[src/rtl/core/pesd_pkg.sv]
// Shared types and constants for the per-entry state debouncer.
// No dependencies; imported by the update unit, the top level and the checker.
package pesd_pkg;

  localparam int NUM_SEATS_DEFAULT = 64;

  localparam int SEAT_W  = 6;
  localparam int TS_W    = 32;
  localparam int CONF_W  = 16;
  localparam int DWELL_W = 16;
  localparam int IN_W    = 72;   // 70 field bits padded to whole bytes
  localparam int OUT_W   = 24;
  localparam int CFG_IDX_W = 2;

  // Q0.16 value of 0.65, rounded to nearest
  localparam logic [CONF_W-1:0] CONF_AVAILABLE = 16'd42598;

  typedef enum logic [1:0] {
    ST_AVAILABLE = 2'd0,
    ST_OCCUPIED  = 2'd1,
    ST_CLAIMED   = 2'd2,
    ST_UNCERTAIN = 2'd3
  } seat_state_t;

  // configuration register indexes
  localparam logic [CFG_IDX_W-1:0] REG_DWELL_OCCUPIED  = 2'd0;
  localparam logic [CFG_IDX_W-1:0] REG_DWELL_CLAIMED   = 2'd1;
  localparam logic [CFG_IDX_W-1:0] REG_DWELL_AVAILABLE = 2'd2;

  localparam logic [DWELL_W-1:0] DWELL_OCCUPIED_RST  = 16'd750;
  localparam logic [DWELL_W-1:0] DWELL_CLAIMED_RST   = 16'd1200;
  localparam logic [DWELL_W-1:0] DWELL_AVAILABLE_RST = 16'd2500;

  typedef struct packed {
    logic [DWELL_W-1:0] occupied;
    logic [DWELL_W-1:0] claimed;
    logic [DWELL_W-1:0] available;
  } dwell_cfg_t;

  // one table entry
  typedef struct packed {
    seat_state_t       settled;
    logic [TS_W-1:0]   since;
    seat_state_t       cand;
  } entry_t;

  localparam entry_t ENTRY_RESET = '{settled: ST_UNCERTAIN, since: '0, cand: ST_UNCERTAIN};

  // update unit result
  typedef struct packed {
    seat_state_t       stable;
    logic [CONF_W-1:0] conf;
    entry_t            next;
  } upd_result_t;

endpackage

[src/rtl/core/pesd_update.sv]
// Classify one observation and compute the next table entry.
// Depends on pesd_pkg.
module pesd_update import pesd_pkg::*; (
  input  entry_t            cur,
  input  logic [TS_W-1:0]   now,
  input  logic [CONF_W-1:0] person,
  input  logic [CONF_W-1:0] item,
  input  dwell_cfg_t        dwell,
  output upd_result_t       res
);

  seat_state_t        obs;
  logic [CONF_W-1:0]  conf;
  logic [DWELL_W-1:0] dwell_sel;
  logic [TS_W-1:0]    since_new;
  logic [TS_W-1:0]    elapsed;
  seat_state_t        settled_new;

  always_comb begin
    if (person != '0) begin
      obs  = ST_OCCUPIED;
      conf = person;
    end else if (item != '0) begin
      obs  = ST_CLAIMED;
      conf = item;
    end else begin
      obs  = ST_AVAILABLE;
      conf = CONF_AVAILABLE;
    end

    unique case (obs)
      ST_OCCUPIED: dwell_sel = dwell.occupied;
      ST_CLAIMED:  dwell_sel = dwell.claimed;
      default:     dwell_sel = dwell.available;
    endcase

    // new candidate restarts its timer
    since_new = (cur.cand != obs) ? now : cur.since;
    elapsed   = now - since_new;   // wraps mod 2^32
    settled_new = (elapsed >= {{(TS_W-DWELL_W){1'b0}}, dwell_sel}) ? obs : cur.settled;

    res.next.cand    = obs;
    res.next.since   = since_new;
    res.next.settled = settled_new;
    res.stable       = settled_new;
    res.conf         = conf;
  end

endmodule

[src/rtl/core/per_entry_state_debouncer.sv]
// Top level of the per-entry state debouncer: stream ports, seat table memory,
// output register. Depends on pesd_pkg and pesd_update.
//
//  channel   | signals                        | width | role
//  ----------+--------------------------------+-------+---------------------------
//  s_*       | s_tvalid s_tready s_tdata      | 72    | observation words in
//  m_*       | m_tvalid m_tready m_tdata      | 24    | debounced result words out
//  cfg_*     | cfg_valid cfg_ready cfg_index  | 2     | dwell register writes
//            | cfg_data                       | 16    |
//
// Per word: the accepting edge takes the word and reads its seat entry from the
// table RAM into a read register; the finishing edge, taken once the output
// register is free, writes the updated entry back and loads the output
// register. One observation is in flight at a time, so a read never overlaps
// a pending write. The output register lets the next word be accepted while a
// result waits on m_tready; a stalled output holds the update until freed.
// Reset: synchronous, active high. Per-entry valid flops clear at once, so no
// clearing pass; an entry never written reads as uncertain, time zero.
module per_entry_state_debouncer import pesd_pkg::*; #(
  parameter int NUM_SEATS = NUM_SEATS_DEFAULT
) (
  input  logic                 clk,
  input  logic                 rst,
  // lsb up: seat_index[5:0], timestamp_ms[37:6], person_confidence[53:38],
  //         item_confidence[69:54], zero pad[71:70]
  input  logic                 s_tvalid,
  output logic                 s_tready,
  input  logic [IN_W-1:0]      s_tdata,
  // lsb up: result_seat[5:0], stable_state[7:6], confidence[23:8]
  output logic                 m_tvalid,
  input  logic                 m_tready,
  output logic [OUT_W-1:0]     m_tdata,
  input  logic                 cfg_valid,
  output logic                 cfg_ready,
  input  logic [CFG_IDX_W-1:0] cfg_index,
  input  logic [DWELL_W-1:0]   cfg_data
);

  // only seats the 6-bit index can reach get table rows
  localparam int DEPTH = (NUM_SEATS < (1 << SEAT_W)) ? NUM_SEATS : (1 << SEAT_W);
  localparam int AW    = (DEPTH > 1) ? $clog2(DEPTH) : 1;

  // dwell registers
  dwell_cfg_t dwell;

  assign cfg_ready = 1'b1;

  always_ff @(posedge clk) begin
    if (rst) begin
      dwell.occupied  <= DWELL_OCCUPIED_RST;
      dwell.claimed   <= DWELL_CLAIMED_RST;
      dwell.available <= DWELL_AVAILABLE_RST;
    end else if (cfg_valid && cfg_ready) begin
      unique case (cfg_index)
        REG_DWELL_OCCUPIED:  dwell.occupied  <= cfg_data;
        REG_DWELL_CLAIMED:   dwell.claimed   <= cfg_data;
        REG_DWELL_AVAILABLE: dwell.available <= cfg_data;
        default: ;   // unmapped index, ignored
      endcase
    end
  end

  // input capture
  logic                 busy;
  logic [SEAT_W-1:0]    seat;
  logic [TS_W-1:0]      now;
  logic [CONF_W-1:0]    person;
  logic [CONF_W-1:0]    item;
  logic                 in_accept;
  logic [AW-1:0]        s_addr;
  logic [AW-1:0]        addr;
  logic                 in_range;

  assign s_tready  = !busy;
  assign in_accept = s_tvalid && s_tready;
  assign s_addr    = s_tdata[AW-1:0];
  assign addr      = seat[AW-1:0];
  assign in_range  = (32'(seat) < 32'(NUM_SEATS));

  // seat table RAM plus per-row valid flops
  entry_t           mem [DEPTH];
  entry_t           rdata;
  logic [DEPTH-1:0] row_valid;
  entry_t           cur;
  upd_result_t      res;
  logic             out_free;
  logic             finish;

  assign out_free = !m_tvalid || m_tready;
  assign finish   = busy && out_free;
  assign cur      = row_valid[addr] ? rdata : ENTRY_RESET;

  always_ff @(posedge clk) begin
    if (in_accept) begin
      rdata <= mem[s_addr];
    end
    if (finish && in_range) begin
      mem[addr] <= res.next;
    end
  end

  always_ff @(posedge clk) begin
    if (rst) begin
      row_valid <= '0;
    end else if (finish && in_range) begin
      row_valid[addr] <= 1'b1;
    end
  end

  pesd_update u_update (
    .cur    (cur),
    .now    (now),
    .person (person),
    .item   (item),
    .dwell  (dwell),
    .res    (res)
  );

  // control and payload registers
  always_ff @(posedge clk) begin
    if (in_accept) begin
      seat   <= s_tdata[SEAT_W-1:0];
      now    <= s_tdata[SEAT_W+TS_W-1:SEAT_W];
      person <= s_tdata[SEAT_W+TS_W+CONF_W-1:SEAT_W+TS_W];
      item   <= s_tdata[SEAT_W+TS_W+2*CONF_W-1:SEAT_W+TS_W+CONF_W];
    end
    if (finish) begin
      m_tdata <= {res.conf, (in_range ? res.stable : ST_UNCERTAIN), seat};
    end
  end

  always_ff @(posedge clk) begin
    if (rst) begin
      busy     <= 1'b0;
      m_tvalid <= 1'b0;
    end else begin
      if (in_accept) begin
        busy <= 1'b1;
      end else if (finish) begin
        busy <= 1'b0;
      end
      if (finish) begin
        m_tvalid <= 1'b1;
      end else if (m_tready) begin
        m_tvalid <= 1'b0;
      end
    end
  end

endmodule

[config.mk]
export PLATFORM = sky130hd
export DESIGN_NAME = per_entry_state_debouncer
export DESIGN_NICKNAME = d
export VERILOG_FILES = /design/src/rtl/core/pesd_pkg.sv /design/src/rtl/core/pesd_update.sv /design/src/rtl/core/per_entry_state_debouncer.sv
export SDC_FILE = /design/constraint.sdc
export NUM_CORES = 2
export LEC_CHECK = 0
export BUFFER_PORTS_ARGS = -buffer_cell sky130_fd_sc_hd__buf_2
export CELL_PAD_IN_SITES_DETAIL_PLACEMENT = 1
export CELL_PAD_IN_SITES_GLOBAL_PLACEMENT = 1
export CORE_MARGIN = 3
export CORE_UTILIZATION = 45
export DETAILED_ROUTE_END_ITERATION = 12
export PLACE_DENSITY = 0.72
export SYNTH_ARGS = -nofsm -noshare
export SYNTH_HDL_FRONTEND = slang
export SYNTH_HIERARCHICAL = 1
export SYNTH_SLANG_ARGS = --single-unit
[constraint.sdc]
create_clock -name clk -period 13.2 [get_ports clk]
set_input_delay 1.32 -clock clk [delete_from_list [all_inputs] [get_ports clk]]
set_output_delay 1.32 -clock clk [all_outputs]
set_load 0.05 [all_outputs]
==> results.ini <==
[clock_tree]
cts_hold_buf=0
clkSlewWorstSetupHoldPaths_ps=60
cts.sinks=2548
clock_path_buffers=4
post-cts-setup-buffers=0
h-tree-depth=5
numCtsBuffers=276
cts_resized=0
root_buffer=clkbuf_16
clkLatencyLatePin_ps=920
cts_tree=done

[hold_path]
hold-path-cell-count=2
worstHoldPathType=reg -> reg

[route]
drc=0
vias=52115
dr.pass1.iters=6
wire_per_inst_um=33.6
wl_um=282000
ant_nets=0
drtIter0Drc=7264
via_per_inst=6.21

[sta]
setup_viol=0
period_share_pct=83.1
setup_tns_ps=0
post-route-min-period_ps=10960
fmax_mhz=91.2
slew_viol_final=0
finalHoldViolations=0
rsz0062_at_grt=no
skew_ps=50.2
tightest_slew_ps=1370
maxSlewHeadroom_pct=8.41

[worst_setup_path]
path_class=reg -> reg
arrival_ps=11480
r2r-end=mem[36][35]
critical_path.startpoint=addr[0]
reg2reg_depth=33
start_kind=register
cpMaxStageDelayCell=mux2_2
worst-path-stages=33
worstReg2RegStart=addr[0]
critical_path.top_delay_family=compound AO/OA/AOI/OAI gates
critPathBufInv=3
critPathMaxFanout=65
required_ps=13720
crit_path_end_kind=register
r2r_slack_ps=2240
cp_slowest_stage_delay_ps=1150
critical_path.endpoint=mem[36][35]

[synthesis]
synth_adder_area_share_pct=0.592
synth_flop_cell=edfxtp_1
yosysSeqAreaShare_pct=75.2
synthArstFlopShare_pct=0
synth-simple-area-share_pct=3.40
yosysUniqueCellTypes=83
avgSynthCellArea_um2=20.2
synth_xor_area_share_pct=0.262
synthMuxAreaShare_pct=16.2
synth_top_family_by_area=multiplexers
synth-seq-cells=2548
synth_compound_area_share_pct=2.67
ys_warn_count=6
synth_cells=4973
netlist_area_um2=100000
synth_edf_count=2434
synthesis.nets=5114

[cells_and_area]
postLayoutCellArea_um2=113000
areaGrowthSynthToFinish_pct=13.1
layout_commonest_cell=edfxtp_1
nNetsFinal=5386
layout_common_cells=edfxtp_1, mux4_2, nand2_1
layout-drive-gt1-share_pct=26.0

[power_and_ir_drop]
vdd.ir_drop.worst_v=0.000113
p_per_area_nw_per_um2=155
p_leak_uw=0.0362

[run]
cap_violations=0

[floorplanning]
core_um2=221000
initial_core_util_pct=45.4
io_pins=122
die_w_um=478
rows=172
die_h_um=478
dieArea_um2=228000

[global_route]
grt_pass1_wl_um=403000
grt_antenna_before_repair=21
grt_pass1_vias=53990
grt_max_degree=119
globalRouteOverflowTotal=0
grt_usage_pct=24.6

[place]
gp_congestion=0.894
placed_area_um2=105000
port_buffers=118
dp_hpwl_um=156000

[run_status]
outcome=complete, no violations

cell type report:
cell class              count  area, µm²
clock inverters           100        872
diodes                      9       22.5
multi-input cells        2074      23700
well taps                2958       3700
inverters                  76        297
clock buffers             360       7510
repair buffers            269       1850
flip-flops and latches   2548      75400
fillers                 19527     107000
synthesized netlist by cell type, drive strengths merged (14+ instances only):
library cell     n  area share [%]
o22ai           14           0.087
buf            149            0.89
mux2i          146             1.5
o221ai          16            0.14
a211oi          15            0.11
xnor2           18            0.16
inv             75            0.28
nand2          335             1.3
ha              45            0.56
a32oi           20            0.18
nand3           64            0.32
clkbuf         126            0.47
nand3b          20            0.15
a21oi          142            0.71
edfxtp        2434              73
o21ai           29            0.14
dfxtp          114             2.3
a41oi           34            0.30
nand4           17            0.11
a21o            19            0.14
nor3            20            0.10
mux4           637              14
nor2           253            0.95
mux2            41            0.46
how the worst min path moves through the flow:
| stage | slack, ps | endpoint | startpoint |
|---|---|---|---|
| finish | 460 | dwell[40] | dwell[40] |
| global route | 470 | dwell[43] | dwell[43] |
| CTS | 460 | dwell[40] | dwell[40] |
| detailed placement | 450 | dwell[40] | dwell[40] |
| global placement | 440 | dwell[16] | dwell[16] |
| floorplan | 420 | m_tdata[2] | addr[2] |
power by group:
part | leakage (µW) | internal, µW | switching, µW
registers | 0.0228 | 9020 | 33.9
clock network | 0.00410 | 4290 | 3010
logic | 0.00931 | 368 | 833
total | 0.0362 | 13700 | 3880
registers in the layout, summed over array words and instances, names as in the netlist:
name and count:
person 16, busy 1, row_valid 64, addr 6, mem 2304, m_tdata 24
rdata 36, dwell 48, now 32, item 16, m_tvalid 1
tightest hold or removal path: cells and delay by family, from the launching register on:
kind	cells	cell delay, ps
AO/OA/AOI/OAI	1	50
flip-flops	1	310
AND/OR/NAND/NOR	1	50
kinds of logic after synthesis:
| logic type | after synthesis |
|---|---|
| flops | 2548 |
| mux | 824 |
| simple gates | 782 |
| fa+ha+maj | 47 |
| compound gates | 390 |
| other cells | 1 |
| buf+inv | 351 |
| xor+xnor | 30 |
metal layers:
metal  part of all wire, %  wire (µm)  up-vias  track usage [%]
met2                    47     133000     2669             38.1
met5                0.0081         23        -                0
met3                   8.7      24700      502             4.29
met4                   4.3      12300        4             10.2
li1                      -          -    20889                -
met1                    40     113000    28051             34.8
per-stage QoR:
step / utilization (%) / std cells / hold slack (ps) / power [µW] / setup WS (ps)
after floorplan: - / 4973 / 421 / 9940 / 2920
after global placement: 47.6 / 7925 / 442 / 10400 / 2720
after detailed placement: 47.6 / 7925 / 452 / 10400 / 2500
after CTS: 51.4 / 8385 / 460 / 17700 / 2420
after global routing: 51.4 / 8386 / 474 / 18100 / 1540
final: 51.4 / 8394 / 459 / 17600 / 2240
(Power assumes the default switching activity.)
